`src/hw/rtl/cle_pkg.sv`:
```
// Shared types and constants for the console line editor.
// Depends on nothing; used by cle_front, cle_back and console_line_editor.
package cle_pkg;

   localparam int unsigned RING_DEPTH = 128;
   localparam int unsigned SPAN       = 2 * RING_DEPTH;
   localparam int unsigned IDX_W      = $clog2(SPAN);
   localparam int unsigned SLOT_W     = $clog2(RING_DEPTH);

   localparam int unsigned Q_DEPTH = 2;
   localparam int unsigned Q_PTR_W = $clog2(Q_DEPTH);

   localparam logic [7:0] KEY_KILL = 8'h15;
   localparam logic [7:0] KEY_BS   = 8'h08;
   localparam logic [7:0] KEY_DEL  = 8'h7F;
   localparam logic [7:0] KEY_EOF  = 8'h04;
   localparam logic [7:0] KEY_CR   = 8'h0D;
   localparam logic [7:0] KEY_LF   = 8'h0A;
   localparam logic [7:0] KEY_NUL  = 8'h00;

   typedef enum logic [2:0] {
      CLS_NONE,
      CLS_READ,
      CLS_KILL,
      CLS_ERASE,
      CLS_STORE
   } cle_class_type;

   typedef struct packed {
      cle_class_type cls;
      logic [7:0]    ch;
   } cle_entry_type;

   typedef struct packed {
      logic       echo_valid;
      logic [7:0] echo_char;
      logic [7:0] erase_count;
      logic       line_committed;
      logic       read_valid;
      logic [7:0] read_char;
   } cle_rsp_type;

endpackage

```
`src/hw/rtl/cle_front.sv`:
```
// Front end: classifies incoming beats and holds them in a short queue.
// Depends on cle_pkg for the key codes, class enum and queue entry type.
module cle_front (
   input  logic                   clock,
   input  logic                   reset,
   input  logic                   req_valid,
   output logic                   req_ready,
   input  logic                   req_kind,
   input  logic [7:0]             req_rx_byte,
   output logic                   q_valid,
   input  logic                   q_pop,
   output cle_pkg::cle_entry_type q_entry
);

   cle_pkg::cle_entry_type              cls_entry;
   cle_pkg::cle_entry_type              ent_ff [cle_pkg::Q_DEPTH];
   logic [cle_pkg::Q_PTR_W-1:0]         wr_ptr_ff, wr_ptr_in;
   logic [cle_pkg::Q_PTR_W-1:0]         rd_ptr_ff, rd_ptr_in;
   logic [cle_pkg::Q_PTR_W:0]           count_ff, count_in;
   logic                                push, pop;

   localparam logic [cle_pkg::Q_PTR_W:0]   Q_FULL = (cle_pkg::Q_PTR_W+1)'(cle_pkg::Q_DEPTH);
   localparam logic [cle_pkg::Q_PTR_W-1:0] Q_LAST = cle_pkg::Q_PTR_W'(cle_pkg::Q_DEPTH - 1);

   // Classify the beat; map CR to LF for stored bytes.
   always_comb begin
      cls_entry.ch  = req_rx_byte;
      cls_entry.cls = cle_pkg::CLS_STORE;
      if (req_kind) begin
         cls_entry.cls = cle_pkg::CLS_READ;
      end else begin
         unique case (req_rx_byte) inside
            cle_pkg::KEY_KILL:                 cls_entry.cls = cle_pkg::CLS_KILL;
            cle_pkg::KEY_BS, cle_pkg::KEY_DEL: cls_entry.cls = cle_pkg::CLS_ERASE;
            cle_pkg::KEY_NUL:                  cls_entry.cls = cle_pkg::CLS_NONE;
            cle_pkg::KEY_CR:                   cls_entry.ch  = cle_pkg::KEY_LF;
            default:                           cls_entry.cls = cle_pkg::CLS_STORE;
         endcase
      end
   end

   assign req_ready = (count_ff != Q_FULL);
   assign q_valid   = (count_ff != '0);
   assign q_entry   = ent_ff[rd_ptr_ff];
   assign push      = req_valid && req_ready;
   assign pop       = q_valid && q_pop;

   always_comb begin
      wr_ptr_in = wr_ptr_ff;
      rd_ptr_in = rd_ptr_ff;
      count_in  = count_ff;
      if (push) begin
         wr_ptr_in = (wr_ptr_ff == Q_LAST) ? '0 : wr_ptr_ff + 1'b1;
      end
      if (pop) begin
         rd_ptr_in = (rd_ptr_ff == Q_LAST) ? '0 : rd_ptr_ff + 1'b1;
      end
      if (push && !pop) begin
         count_in = count_ff + 1'b1;
      end else if (pop && !push) begin
         count_in = count_ff - 1'b1;
      end
   end

   always_ff @(posedge clock) begin
      if (reset) begin
         wr_ptr_ff <= '0;
         rd_ptr_ff <= '0;
         count_ff  <= '0;
      end else begin
         wr_ptr_ff <= wr_ptr_in;
         rd_ptr_ff <= rd_ptr_in;
         count_ff  <= count_in;
      end
   end

   always_ff @(posedge clock) begin
      if (push) begin
         ent_ff[wr_ptr_ff] <= cls_entry;
      end
   end

endmodule

```
`src/hw/rtl/cle_back.sv`:
```
// Back end: executes queued beats against the line ring and its three indices.
// Depends on cle_pkg for the ring geometry, class enum and response type.
module cle_back (
   input  logic                   clock,
   input  logic                   reset,
   input  logic                   q_valid,
   output logic                   q_pop,
   input  cle_pkg::cle_entry_type q_entry,
   output logic                   rsp_valid,
   input  logic                   rsp_ready,
   output cle_pkg::cle_rsp_type   rsp
);

   localparam int unsigned IW = cle_pkg::IDX_W;
   localparam int unsigned SW = cle_pkg::SLOT_W;
   localparam logic [IW:0]   SPAN_X  = (IW+1)'(cle_pkg::SPAN);
   localparam logic [IW-1:0] DEPTH_I = IW'(cle_pkg::RING_DEPTH);

   typedef enum logic {ST_IDLE, ST_RESP} state_type;

   function automatic logic [IW-1:0] idx_inc(logic [IW-1:0] i);
      logic [IW:0] w;
      w = {1'b0, i} + 1'b1;
      return (w >= SPAN_X) ? '0 : w[IW-1:0];
   endfunction

   function automatic logic [IW-1:0] idx_dec(logic [IW-1:0] i);
      logic [IW:0] w;
      w = SPAN_X - 1'b1;
      return (i == '0) ? w[IW-1:0] : i - 1'b1;
   endfunction

   function automatic logic [IW-1:0] idx_dist(logic [IW-1:0] a, logic [IW-1:0] b);
      logic [IW:0] w;
      if (a >= b) begin
         w = {1'b0, a} - {1'b0, b};
      end else begin
         w = {1'b0, a} + SPAN_X - {1'b0, b};
      end
      return w[IW-1:0];
   endfunction

   function automatic logic [SW-1:0] idx_slot(logic [IW-1:0] i);
      logic [IW-1:0] s;
      s = (i >= DEPTH_I) ? i - DEPTH_I : i;
      return s[SW-1:0];
   endfunction

   logic [7:0]    ring_mem [cle_pkg::RING_DEPTH];
   logic [7:0]    rd_data_ff;

   state_type     state_ff, state_in;
   logic [IW-1:0] read_ff, read_in;
   logic [IW-1:0] commit_ff, commit_in;
   logic [IW-1:0] edit_ff, edit_in;
   logic          echo_valid_ff, echo_valid_in;
   logic [7:0]    echo_char_ff, echo_char_in;
   logic [7:0]    erase_ff, erase_in;
   logic          commit_flag_ff, commit_flag_in;
   logic          read_valid_ff, read_valid_in;

   logic          take, wr_en, rd_en;
   logic [IW-1:0] edit_next, kill_dist;
   logic [31:0]   kill_wide;

   assign take      = (state_ff == ST_IDLE) && q_valid;
   assign q_pop     = take;
   assign edit_next = idx_inc(edit_ff);
   assign kill_dist = idx_dist(edit_ff, commit_ff);
   assign kill_wide = 32'(kill_dist);

   always_comb begin
      state_in       = state_ff;
      read_in        = read_ff;
      commit_in      = commit_ff;
      edit_in        = edit_ff;
      echo_valid_in  = echo_valid_ff;
      echo_char_in   = echo_char_ff;
      erase_in       = erase_ff;
      commit_flag_in = commit_flag_ff;
      read_valid_in  = read_valid_ff;
      wr_en          = 1'b0;
      rd_en          = 1'b0;
      unique case (state_ff)
         ST_IDLE: begin
            if (take) begin
               state_in       = ST_RESP;
               echo_valid_in  = 1'b0;
               echo_char_in   = '0;
               erase_in       = '0;
               commit_flag_in = 1'b0;
               read_valid_in  = 1'b0;
               case (q_entry.cls)
                  cle_pkg::CLS_READ: begin
                     if (read_ff != commit_ff) begin
                        read_valid_in = 1'b1;
                        rd_en         = 1'b1;
                        read_in       = idx_inc(read_ff);
                     end
                  end
                  cle_pkg::CLS_KILL: begin
                     erase_in = (kill_wide > 32'd255) ? 8'hFF : kill_wide[7:0];
                     edit_in  = commit_ff;
                  end
                  cle_pkg::CLS_ERASE: begin
                     if (edit_ff != commit_ff) begin
                        edit_in  = idx_dec(edit_ff);
                        erase_in = 8'd1;
                     end
                  end
                  cle_pkg::CLS_STORE: begin
                     if (idx_dist(edit_ff, read_ff) < DEPTH_I) begin
                        wr_en         = 1'b1;
                        edit_in       = edit_next;
                        echo_valid_in = 1'b1;
                        echo_char_in  = q_entry.ch;
                        if (q_entry.ch == cle_pkg::KEY_LF || q_entry.ch == cle_pkg::KEY_EOF ||
                            idx_dist(edit_next, read_ff) == DEPTH_I) begin
                           commit_in      = edit_next;
                           commit_flag_in = 1'b1;
                        end
                     end
                  end
                  default: ;
               endcase
            end
         end
         ST_RESP: begin
            if (rsp_ready) begin
               state_in = ST_IDLE;
            end
         end
         default: state_in = ST_IDLE;
      endcase
   end

   always_ff @(posedge clock) begin
      if (reset) begin
         state_ff  <= ST_IDLE;
         read_ff   <= '0;
         commit_ff <= '0;
         edit_ff   <= '0;
      end else begin
         state_ff  <= state_in;
         read_ff   <= read_in;
         commit_ff <= commit_in;
         edit_ff   <= edit_in;
      end
      echo_valid_ff  <= echo_valid_in;
      echo_char_ff   <= echo_char_in;
      erase_ff       <= erase_in;
      commit_flag_ff <= commit_flag_in;
      read_valid_ff  <= read_valid_in;
   end

   // Ring storage with a registered read port.
   always_ff @(posedge clock) begin
      if (wr_en) begin
         ring_mem[idx_slot(edit_ff)] <= q_entry.ch;
      end
      if (rd_en) begin
         rd_data_ff <= ring_mem[idx_slot(read_ff)];
      end
   end

   assign rsp_valid          = (state_ff == ST_RESP);
   assign rsp.echo_valid     = echo_valid_ff;
   assign rsp.echo_char      = echo_char_ff;
   assign rsp.erase_count    = erase_ff;
   assign rsp.line_committed = commit_flag_ff;
   assign rsp.read_valid     = read_valid_ff;
   assign rsp.read_char      = read_valid_ff ? rd_data_ff : '0;

endmodule

```
`src/hw/rtl/console_line_editor.sv`:
```
// Console line editor: terminal input line discipline, top level.
// Depends on cle_pkg, cle_front and cle_back.
//
// Usage:
//   req_ channel: one beat per received terminal byte (req_kind = 0) or per
//   read request for the next committed byte (req_kind = 1).
//   rsp_ channel: exactly one result beat per request beat, in order, with
//   echo, erase, commit and read fields.
// Sequencing: an accepted beat is written into the front queue, then executed
//   by the back end, whose registered result (with the ring memory's registered
//   read port for read data) is offered on rsp_. The back end takes a new beat
//   only once the previous result has been taken; its execute-then-deliver
//   sequencer sets the throughput.
// The front holds up to two classified beats, so requests keep being taken
//   while a result waits on rsp_ready; when the queue fills, req_ready drops.
// A stalled result holds its payload until taken.
// Reset clears the read, commit and edit indices and empties the queue; the
//   ring contents are left as they are, since only committed (hence written)
//   entries are ever read.
module console_line_editor (
   input  logic       clock,
   input  logic       reset,
   input  logic       req_valid,
   output logic       req_ready,
   input  logic       req_kind,
   input  logic [7:0] req_rx_byte,
   output logic       rsp_valid,
   input  logic       rsp_ready,
   output logic       rsp_echo_valid,
   output logic [7:0] rsp_echo_char,
   output logic [7:0] rsp_erase_count,
   output logic       rsp_line_committed,
   output logic       rsp_read_valid,
   output logic [7:0] rsp_read_char
);

   logic                   q_valid;
   logic                   q_pop;
   cle_pkg::cle_entry_type q_entry;
   cle_pkg::cle_rsp_type   rsp;

   // Accept and classify beats; hold them until the back end is free.
   cle_front u_front (
      .clock      (clock),
      .reset      (reset),
      .req_valid  (req_valid),
      .req_ready  (req_ready),
      .req_kind   (req_kind),
      .req_rx_byte(req_rx_byte),
      .q_valid    (q_valid),
      .q_pop      (q_pop),
      .q_entry    (q_entry)
   );

   // Advance the indices, touch the ring and register the result beat.
   cle_back u_back (
      .clock    (clock),
      .reset    (reset),
      .q_valid  (q_valid),
      .q_pop    (q_pop),
      .q_entry  (q_entry),
      .rsp_valid(rsp_valid),
      .rsp_ready(rsp_ready),
      .rsp      (rsp)
   );

   assign rsp_echo_valid     = rsp.echo_valid;
   assign rsp_echo_char      = rsp.echo_char;
   assign rsp_erase_count    = rsp.erase_count;
   assign rsp_line_committed = rsp.line_committed;
   assign rsp_read_valid     = rsp.read_valid;
   assign rsp_read_char      = rsp.read_char;

endmodule

```
`config.mk`:
```
export PLATFORM = sky130hd
export DESIGN_NAME = console_line_editor
export DESIGN_NICKNAME = d
export VERILOG_FILES = /design/src/hw/rtl/cle_pkg.sv /design/src/hw/rtl/cle_front.sv /design/src/hw/rtl/cle_back.sv /design/src/hw/rtl/console_line_editor.sv
export SDC_FILE = /design/constraint.sdc
export NUM_CORES = 1
export LEC_CHECK = 0
export ABC_CLOCK_PERIOD_IN_PS = 10500
export BUFFER_PORTS_ARGS = -buffer_cell sky130_fd_sc_hd__buf_4
export CORE_MARGIN = 5
export CORE_UTILIZATION = 45
export DETAILED_ROUTE_END_ITERATION = 7
export GPL_TIMING_DRIVEN = 0
export PLACE_DENSITY_LB_ADDON = 0.15
export SETUP_SLACK_MARGIN = 0.1
export SLEW_MARGIN = 20
export SYNTH_ARGS = -nofsm -noshare
export SYNTH_HDL_FRONTEND = slang
export SYNTH_SLANG_ARGS = --single-unit
```
`constraint.sdc`:
```
create_clock -name clock -period 10.5 [get_ports clock]
set_input_delay 2.1 -clock clock [delete_from_list [all_inputs] [get_ports clock]]
set_output_delay 2.1 -clock clock [all_outputs]
set_load 0.05 [all_outputs]
```
Word-level counts from Yosys, hierarchy flattened
Memory sizes are Yosys's and may differ from the RTL's. A register that Yosys moved wholly into a read port is not among the register bits.
Cells that the tools add are included.

operators by class
  $add $sub $neg = 17
  magnitude comparators = 9
  eq/ne operators = 16
  mux-type cells = 48
  bitwise gates (word level) = 1
  reductions and logical operators = 20

operator list
  cell                 count
  $mux 8               19
  $sub 8x8->8          6
  $eq 8x4->1 const B   3
  $ge 8x8->1           3
  $pmux 8 s3           1
  $mux 1               20
  $add 8x1->9 const B  2
  $ge 9x9->1 const B   2
  $add 8x1->8 const B  2
  $ge 8x8->1 const B   2
  $logic_not 8->1      2
  $ne 8x8->1           2
  $pmux 8 s2           1
  $mux 7               2
  $sub 7x1->7 const B  2
  $reduce_and 5->1     2
  $pmux 3 s3           1
  $eq 8x3->1 const B   1
  $eq 8x5->1 const B   1
  $eq 8x7->1 const B   1
  $eq 8x8->1 const B   1
  $gt 8x8->1 const B   1
  $lt 8x8->1 const B   1
  $sub 8x1->8 const B  1
  20 further kinds     32

storage, ports and cells
  flip-flop bits (word level) = 48
  RAM bits = 1046
  bits of input ports = 13
  logic and storage cells = 125
  memories kept = 2

memories
  name             words  bits a word  read ports  clocked after Yosys merged registers in  write ports  line             source
  u_back.ring_mem  128    8            1           1                                        1            cle_back.sv:49   logic [7:0] ring_mem [cle_pkg::RING_DEPTH];
  u_front.ent_ff   2      11           1           1                                        1            cle_front.sv:16  cle_pkg::cle_entry_type ent_ff [cle_pkg::Q_DEPTH];

Longest topological paths before layout
Gate-level depths: netlist (run 1).

  depth in word-level cells = 14
  mapped depth = 17
  depth with buffers taken out = 16

Hierarchy
A second synthesis (run 1) with hierarchy kept.

second synthesis, totals
  cell total of the unflattened synthesis = 2110
  area total of the unflattened synthesis = 44132.3 µm²

by module, submodules not included
  module     instances  cells each  area an instance (µm²)  seq. area each (µm²)
  cle_back   1          2028        42949.9                 32060.7
  cle_front  1          82          1182.4                  760.7

Worst setup path after synthesis (run 1)
OpenSTA, ideal clock, no wires.

  path type = input -> register
  start point = in req_rx_byte[1]
  end point = mem u_front.ent_ff[0][0] (netlist bit) (data pin)
  setup time = 0.258 ns
  data arrival time = 3.470 ns
  required time = 10.242 ns
  setup slack = 6.772 ns
  stages on the path = 4
  buffers on the path = 0
  cell sequence = or3_1 -> or3_1 -> or4_1 -> and2_1

RTL lines
  element             line                       source
  start: declaration  console_line_editor.sv:26  input logic [7:0] req_rx_byte,
  end: declaration    cle_front.sv:16

Worst setup path after layout (run 1)
  start point = reg u_back.read_ff[2]
  end point = mem u_back.ring_mem[77][0] (enable)

between the ends
  longest elaborated chain between the ends = 12
  elaborated cells on any way between the ends = 14
  those cells by class = add/sub: 2; order compare: 2; mux: 10

ends and longest elaborated chain
  element                                    line             source
  start: declaration                         cle_back.sv:53   logic [IW-1:0] read_ff, read_in;
  start signal: assignment                   cle_back.sv:145  read_ff <= read_in;
  $sub 8x8->8, or another cell as far along  cle_back.sv:38   w = {1'b0, a} + SPAN_X - {1'b0, b};
  $mux 8 (*)                                 cle_back.sv:35   if (a >= b) begin
  $mux 8 (*)                                 cle_back.sv:93   case (q_entry.cls)
  $mux 8 (*)                                 cle_back.sv:86   if (take) begin
  $mux 8 (*)                                 cle_back.sv:84   unique case (state_ff)
  $lt 8x8->1 (*)                             cle_back.sv:112  if (idx_dist(edit_ff, read_ff) < DEPTH_I) begin
  $mux 1 (*)                                 cle_back.sv:112
  $mux 1 (*)                                 cle_back.sv:93
  $mux 1 (*)                                 cle_back.sv:86
  $mux 1 (*)                                 cle_back.sv:84
  $mux 1 (*)                                 cle_back.sv:158  if (wr_en) begin
  $mux 1 (implied by the code) (*)           cle_back.sv:159  ring_mem[idx_slot(edit_ff)] <= q_entry.ch;
  end: declaration                           cle_back.sv:49

Mark *: on every way between the ends. The rest lies on a longest branch, timed or not. The select of a mux whose other input is x is not followed.

==> flow_summary.json, run 1 <==
{
  "firstDrtPassIters": 8,
  "grt_pass1_vias": 21925,
  "path_clk_slew_ns": 0.06,
  "vias": 21796,
  "final-setup-viol-count": 0,
  "ctsResizeCount": 0,
  "skew_ns": 0.0227,
  "critPathLaunchType": "flop",
  "r2r_slack_ns": 4.77,
  "cts_buffer_depth": 3,
  "path_cells": "clkbuf_1, clkbuf_1, inv_1, ha_1, a21oi_1, o21ai_1, mux2i_1, a21oi_1, nand4_1, clkbuf_1, nor2_1",
  "dieArea_um2": 104000,
  "ys_warn_count": 0,
  "start_util": 0.455,
  "holdPathEnd": "u_back.rsp_valid$_SDFF_PP0_",
  "place_ws_ns": 4.87,
  "finalMaxSlewViolations": 0,
  "clockRootBuffer": "clkbuf_16",
  "die_x_um": 323,
  "ios": 42,
  "fin_ws_ns": 4.77,
  "core-area_um2": 97000,
  "min_period_ns": 5.73,
  "tightest_slew_ns": 1.21,
  "hold_depth": 2,
  "cap_viol_max_count": 0,
  "crit_type": "flop to flop",
  "path_max_fanout": 10,
  "max_freq_mhz": 174,
  "cts_tree": "built",
  "antenna_found_initial": 3,
  "ant_nets": 0,
  "tns_ns": 0,
  "gp_congestion": 0.899,
  "p_leak_uw": 0.0152,
  "min_period_over_period": 0.546,
  "cts_hold_buf": 0,
  "arrival_ns": 6.02,
  "synthFlopType": "edfxtp_1",
  "synth_cell_types": 73,
  "grt_pass1_wl_um": 159000,
  "wl_per_cell_um": 30.5,
  "synth_top_cell_by_area": "edfxtp_1",
  "hold_class": "flop to flop",
  "via_per_inst": 5.99,
  "vdd_drop_max_mv": 0.145,
  "grtUsageTotal": 0.214,
  "min_from": "u_back.rsp_valid$_SDFF_PP0_",
  "drt-initial-drc-count": 2554,
  "critPathSlowestCell": "nand4_1",
  "wl_um": 111000,
  "cts_buffers": 110,
  "power.density_nw_per_um2": 213,
  "area_delta_synth_final_pct": 12.7,
  "grt_start_max_net_pins": 97,
  "synthTopCellsByCount": "1,073 x edfxtp_1, 336 x mux4_2, 178 x nor2_1",
  "finalHoldViolations": 0,
  "dpl.hpwl_um": 74200,
  "rsz0062_at_grt": "no",
  "overflow": 0,
  "cp_common_cell": "clkbuf_1",
  "die_h_um": 323,
  "max-slew-margin-rel": 0.193,
  "synth_edf_count": 1073,
  "syn_area_per_cell_um2": 20.9,
  "drive_above_1_share": 0.260,
  "drc": 0,
  "syn_nets": 2145,
  "worst_setup_path_end_kind": "flop",
  "core.rowCount": 114,
  "slowest_delay_ns": 0.91,
  "netlist.area_leader.share": 0.730,
  "synthArstFlopShare": 0,
  "finalPower_uw": 10600,
  "synth.area.top_cells": "edfxtp_1 73%, mux4_2 17%, nor2_1 1.5%",
  "synthMostInstantiatedCell": "edfxtp_1",
  "numPortBuffers": 40,
  "synth_area_um2": 44100,
  "cts_num_sinks": 1103,
  "r2r-start": "u_back.read_ff[2]$_SDFFE_PP0P_",
  "reg2reg_to": "u_back.ring_mem[77][0]$_DFFE_PP_",
  "final_nets": 2305,
  "synth-seq-cells": 1103,
  "clk_latency_ns": 0.68,
  "status": "finished clean",
  "post-route-util": 0.513,
  "reg2regPathDepth": 11,
  "yosysSeqAreaShare": 0.744,
  "cp.required_ns": 10.79,
  "synthCells": 2109,
  "post_cts_buffers": 0,
  "cts-htree-levels": 3
}
-- report_power, final --
group | switching (µW) | internal [µW] | total, µW | leakage [µW]
clock | 1630 | 2110 | 3730 | 0.00167
sequential | 49.5 | 5280 | 5330 | 0.00991
combinational | 1140 | 398 | 1540 | 0.00358
total | 2820 | 7790 | 10600 | 0.0152
-- placed cells by master (no fill, tap or decap), types with 3 or more instances in the layout --
cell	n
mux4_2	336
clkinvlp_4	3
nand4_1	7
bufinv_16	7
a211oi_1	9
clkbuf_1	63
mux2i_1	10
o21ai_0	17
nor2b_1	11
or3_1	7
clkinv_2	19
o211ai_1	5
buf_6	6
nand2_1	59
and3_1	9
a311oi_1	3
nand3_1	20
buf_2	40
clkbuf_16	111
inv_1	25
dfxtp_1	30
ha_1	22
buf_1	22
xnor2_1	21
buf_16	8
a21o_1	3
a21oi_1	28
or4_1	5
edfxtp_1	1073
nand2b_1	8
xor2_1	14
buf_4	41
nor2_1	178
nor4_1	5
inv_6	9
clkbuf_2	7
nor3_1	12
clkinv_1	34
and2_1	15
-- worst max-delay path by stage --
stage                                   start                                to  slack (ns)
2_1_floorplan                  req_rx_byte[1]    u_front.ent_ff[0][0]$_DFFE_PP_        6.77
6_report       u_back.read_ff[2]$_SDFFE_PP0P_  u_back.ring_mem[77][0]$_DFFE_PP_        4.77
3_5_place_dp   u_back.read_ff[2]$_SDFFE_PP0P_  u_back.ring_mem[79][1]$_DFFE_PP_        4.87
4_1_cts        u_back.read_ff[2]$_SDFFE_PP0P_  u_back.ring_mem[79][1]$_DFFE_PP_        4.85
3_3_place_gp   u_back.read_ff[3]$_SDFFE_PP0P_  u_back.ring_mem[79][0]$_DFFE_PP_        4.71
5_1_grt        u_back.read_ff[2]$_SDFFE_PP0P_  u_back.ring_mem[79][1]$_DFFE_PP_        4.55
-- registers in the layout (all words and copies together), names as in the netlist, named ones only --
name	flops
u_back.read_ff	8
u_back.ring_mem	1024
u_back.edit_ff	8
u_back.echo_valid_ff	1
u_front.wr_ptr_ff	1
u_front.ent_ff	22
u_front.rd_ptr_ff	1
u_back.rd_data_ff	8
u_back.echo_char_ff	8
u_front.count_ff	2
u_back.commit_flag_ff	1
u_back.commit_ff	8
u_back.read_valid_ff	1
u_back.erase_ff	8
u_back.rsp_valid	1
-- metal layers --
layer / wire, µm / vias to the layer above / global-route usage
met3: 7960 / 165 / 0.0334
met2: 53400 / 900 / 0.344
met4: 2860 / 0 / 0.0578
met5: 0 / - / 0
met1: 46800 / 11681 / 0.311
li1: - / 9050 / -
-- worst max-delay path, delay by kind of cell, from the launching register on --
kind	cells	cell delay [ns]
compound gates	3	0.58
fa+ha+maj	1	0.35
buf+inv	4	2.09
flops	1	0.30
mux	1	0.19
simple gates	2	1.80
-- cells by family (layout without fill, tap and decap cells) --
group,after synthesis,after routing,share of synthesized area
DFF,1103,1103,0.744
muxes,352,352,0.176
and+or+nand+nor,348,348,0.0356
buffers and inverters,151,402,0.0150
AOI/OAI and AO/OA,93,93,0.0146
xor gates and xnor gates,38,38,0.00834
adders and majority gates,24,24,0.00695
other,0,2,0
-- layout make-up --
type / instances / area, µm²
flip-flops and latches: 1103 / 32800
well taps: 1276 / 1600
inverters: 34 / 158
repair buffers: 48 / 520
fillers: 7684 / 47200
clock inverters: 70 / 562
diodes: 2 / 5.00
clock buffers: 133 / 2860
plain buffers: 117 / 547
multi-input cells: 855 / 10700
-- stage by stage --
step,instances,instance area (µm²),hold WS [ns]
floorplan,2109,44100,0.472
global placement,3425,46000,0.471
detailed placement,3433,46300,0.478
CTS,3636,49700,0.520
global route,3636,49700,0.544
finish,3638,49700,0.518
(Power assumes the default switching activity.)
==> run 2: changes to the inputs <==
--- a/config.mk
+++ b/config.mk
@@ -5,7 +5,7 @@
 export SDC_FILE = /design/constraint.sdc
 export NUM_CORES = 1
 export LEC_CHECK = 0
-export ABC_CLOCK_PERIOD_IN_PS = 10500
+export ABC_CLOCK_PERIOD_IN_PS = 5300
 export BUFFER_PORTS_ARGS = -buffer_cell sky130_fd_sc_hd__buf_4
 export CORE_MARGIN = 5
 export CORE_UTILIZATION = 45
==> constraint.sdc (replaced) <==
create_clock -name clock -period 5.3 [get_ports clock]
set_input_delay 1.06 -clock clock [delete_from_list [all_inputs] [get_ports clock]]
set_output_delay 1.06 -clock clock [all_outputs]
set_load 0.05 [all_outputs]
==> run 2 against run 1 <==
Net effect:
- core utilization grew 0.093 points
- critical path depth grew 2
- via count is 0.63% higher
- setup slack got worse by 4.5 ns
- sequential share of layout area shrank 0.12 points
- cell count increased by 0.19%
- first-iteration DRC count rose by 3.3%
- critical endpoint is now u_back.ring_mem[105][5]$_DFFE_PP_
- largest cell class unchanged
==> flow_summary.json, run 2 (synthesis results as in run 1) <==
{
  "ios": 42,
  "grt_start_max_net_pins": 97,
  "vdd_drop_max_mv": 0.290,
  "tns_ns": 0,
  "min_period_ns": 4.99,
  "grt_pass1_vias": 21993,
  "rsz0062_at_grt": "no",
  "final-setup-viol-count": 0,
  "cts_buffers": 110,
  "wl_um": 112000,
  "p_leak_uw": 0.0152,
  "hold_class": "flop to flop",
  "arrival_ns": 5.29,
  "largest_reg_flops": 1024,
  "die_x_um": 323,
  "cts_buffer_depth": 3,
  "dpl.hpwl_um": 74200,
  "path_max_fanout": 11,
  "r2r_slack_ns": 0.31,
  "crit_type": "flop to flop",
  "drt-initial-drc-count": 2638,
  "r2r-start": "u_back.read_ff[3]$_SDFFE_PP0P_",
  "cts-htree-levels": 3,
  "via_per_inst": 6.02,
  "gp_congestion": 0.899,
  "reg2reg_to": "u_back.ring_mem[105][5]$_DFFE_PP_",
  "cts_num_sinks": 1103,
  "top_regs": "u_back.ring_mem (1024), u_front.ent_ff (22)",
  "antenna_found_initial": 4,
  "cts_tree": "built",
  "max_freq_mhz": 200,
  "critPathLaunch": "u_back.read_ff[3]$_SDFFE_PP0P_",
  "cts_hold_buf": 0,
  "cap_viol_max_count": 0,
  "final_nets": 2312,
  "die_h_um": 323,
  "holdPathEnd": "u_back.rsp_valid$_SDFF_PP0_",
  "cp.required_ns": 5.60,
  "vias": 21933,
  "place_ws_ns": -0.334,
  "core-area_um2": 97000,
  "firstDrtPassIters": 5,
  "finalHoldViolations": 0,
  "area_delta_synth_final_pct": 12.9,
  "ant_nets": 0,
  "dieArea_um2": 104000,
  "hold_depth": 2,
  "max-slew-margin-rel": 0.227,
  "drive_above_1_share": 0.268,
  "mostFrequentLayoutCell": "edfxtp_1",
  "final.fill_count": 7677,
  "clk_latency_ns": 0.68,
  "fin_ws_ns": 0.305,
  "tightest_slew_ns": 1.16,
  "status": "finished clean",
  "numPortBuffers": 40,
  "path_clk_slew_ns": 0.06,
  "skew_ns": 0.0230,
  "min_period_over_period": 0.942,
  "overflow": 0,
  "drc": 0,
  "regMostFlops": "u_back.ring_mem",
  "finalMaxSlewViolations": 0,
  "critPathLaunchType": "flop",
  "min_from": "u_back.rsp_valid$_SDFF_PP0_",
  "wl_per_cell_um": 30.7,
  "clockRootBuffer": "clkbuf_16",
  "grt_pass1_wl_um": 160000,
  "reg2regPathDepth": 13,
  "power.density_nw_per_um2": 422,
  "worst_setup_path_end_kind": "flop",
  "final_cell_mix": "1,073 x edfxtp_1, 336 x mux4_2, 165 x nor2_1",
  "start_util": 0.455,
  "core.rowCount": 114,
  "grtUsageTotal": 0.216
}
==> run 2: changes by cell type in the layout (fill, tap and decap cells not counted), sizes merged <==
cell    previous run  this run
clkbuf           181       180
buf              117       125
==> run 2: critical path, stage by stage (launching register included) <==
cell and delay (ns):
dfxtp_1 0.43, clkinv_1 0.30, buf_2 0.33, clkbuf_2 0.41, ha_1 0.32, and3_1 0.16, a21oi_1 0.12, o21ai_1 0.11
mux2i_1 0.21, a21o_1 0.22, or4_1 0.39, clkbuf_1 0.41, buf_2 0.46, nor2_1 0.73
==> run 2: per-layer routing <==
metal	global-route usage	vias up	routed length, µm
met4	0.0601	0	3030
met3	0.0339	168	8350
met1	0.311	11776	46600
met2	0.348	916	53900
met5	0	-	0
li1	-	9073	-
==> run 2: per-stage QoR <==
stage	hold WS, ns	total power [µW]	std cells	area (µm²)	util
floorplan	0.472	12600	2109	44100	-
global placement	0.471	13700	3425	46000	0.475
detailed placement	0.478	13800	3433	46300	0.478
CTS	0.520	21100	3644	49800	0.514
global route	0.544	21800	3643	49800	0.514
finish	0.521	21000	3645	49800	0.514
==> run 2: timing repair <==
action,4_1_cts,5_1_grt
pin swaps,3,0
setup endpoints to repair,422,152
buffers inserted,8,0
resized for setup,3,13
==> run 2: power by group <==
part | switching [µW] | internal [µW] | total [µW]
Combinational | 2280 | 789 | 3060
Clock | 3230 | 4180 | 7400
Sequential | 98.9 | 10500 | 10600
==> run 2: area by class of cell <==
| cell class | count | area [µm²] | area share |
|---|---|---|---|
| Antenna cell | 2 | 5.00 | 0.000100 |
| Clock inverter | 70 | 562 | 0.0113 |
| Multi-Input combinational cell | 855 | 10700 | 0.215 |
| Timing Repair Buffer | 56 | 581 | 0.0116 |
| Tap cell | 1276 | 1600 | 0.0320 |
| Clock buffer | 133 | 2860 | 0.0574 |
| Buffer | 116 | 544 | 0.0109 |
| Sequential cell | 1103 | 32800 | 0.659 |
| Inverter | 34 | 158 | 0.00316 |
==> run 2: worst max-delay path by stage <==
stage / endpoint / slack, ns / cells past startpoint
final: u_back.ring_mem[105][5]$_DFFE_PP_ / 0.31 / 13
after global routing: u_back.ring_mem[73][3]$_DFFE_PP_ / 0.14 / 13
after CTS: u_back.ring_mem[112][4]$_DFFE_PP_ / 0.03 / 12
after detailed placement: u_back.ring_mem[79][1]$_DFFE_PP_ / -0.33 / 12
after global placement: u_back.ring_mem[79][0]$_DFFE_PP_ / -0.49 / 13
after floorplan: u_back.ring_mem[91][0]$_DFFE_PP_ / 1.71 / 13
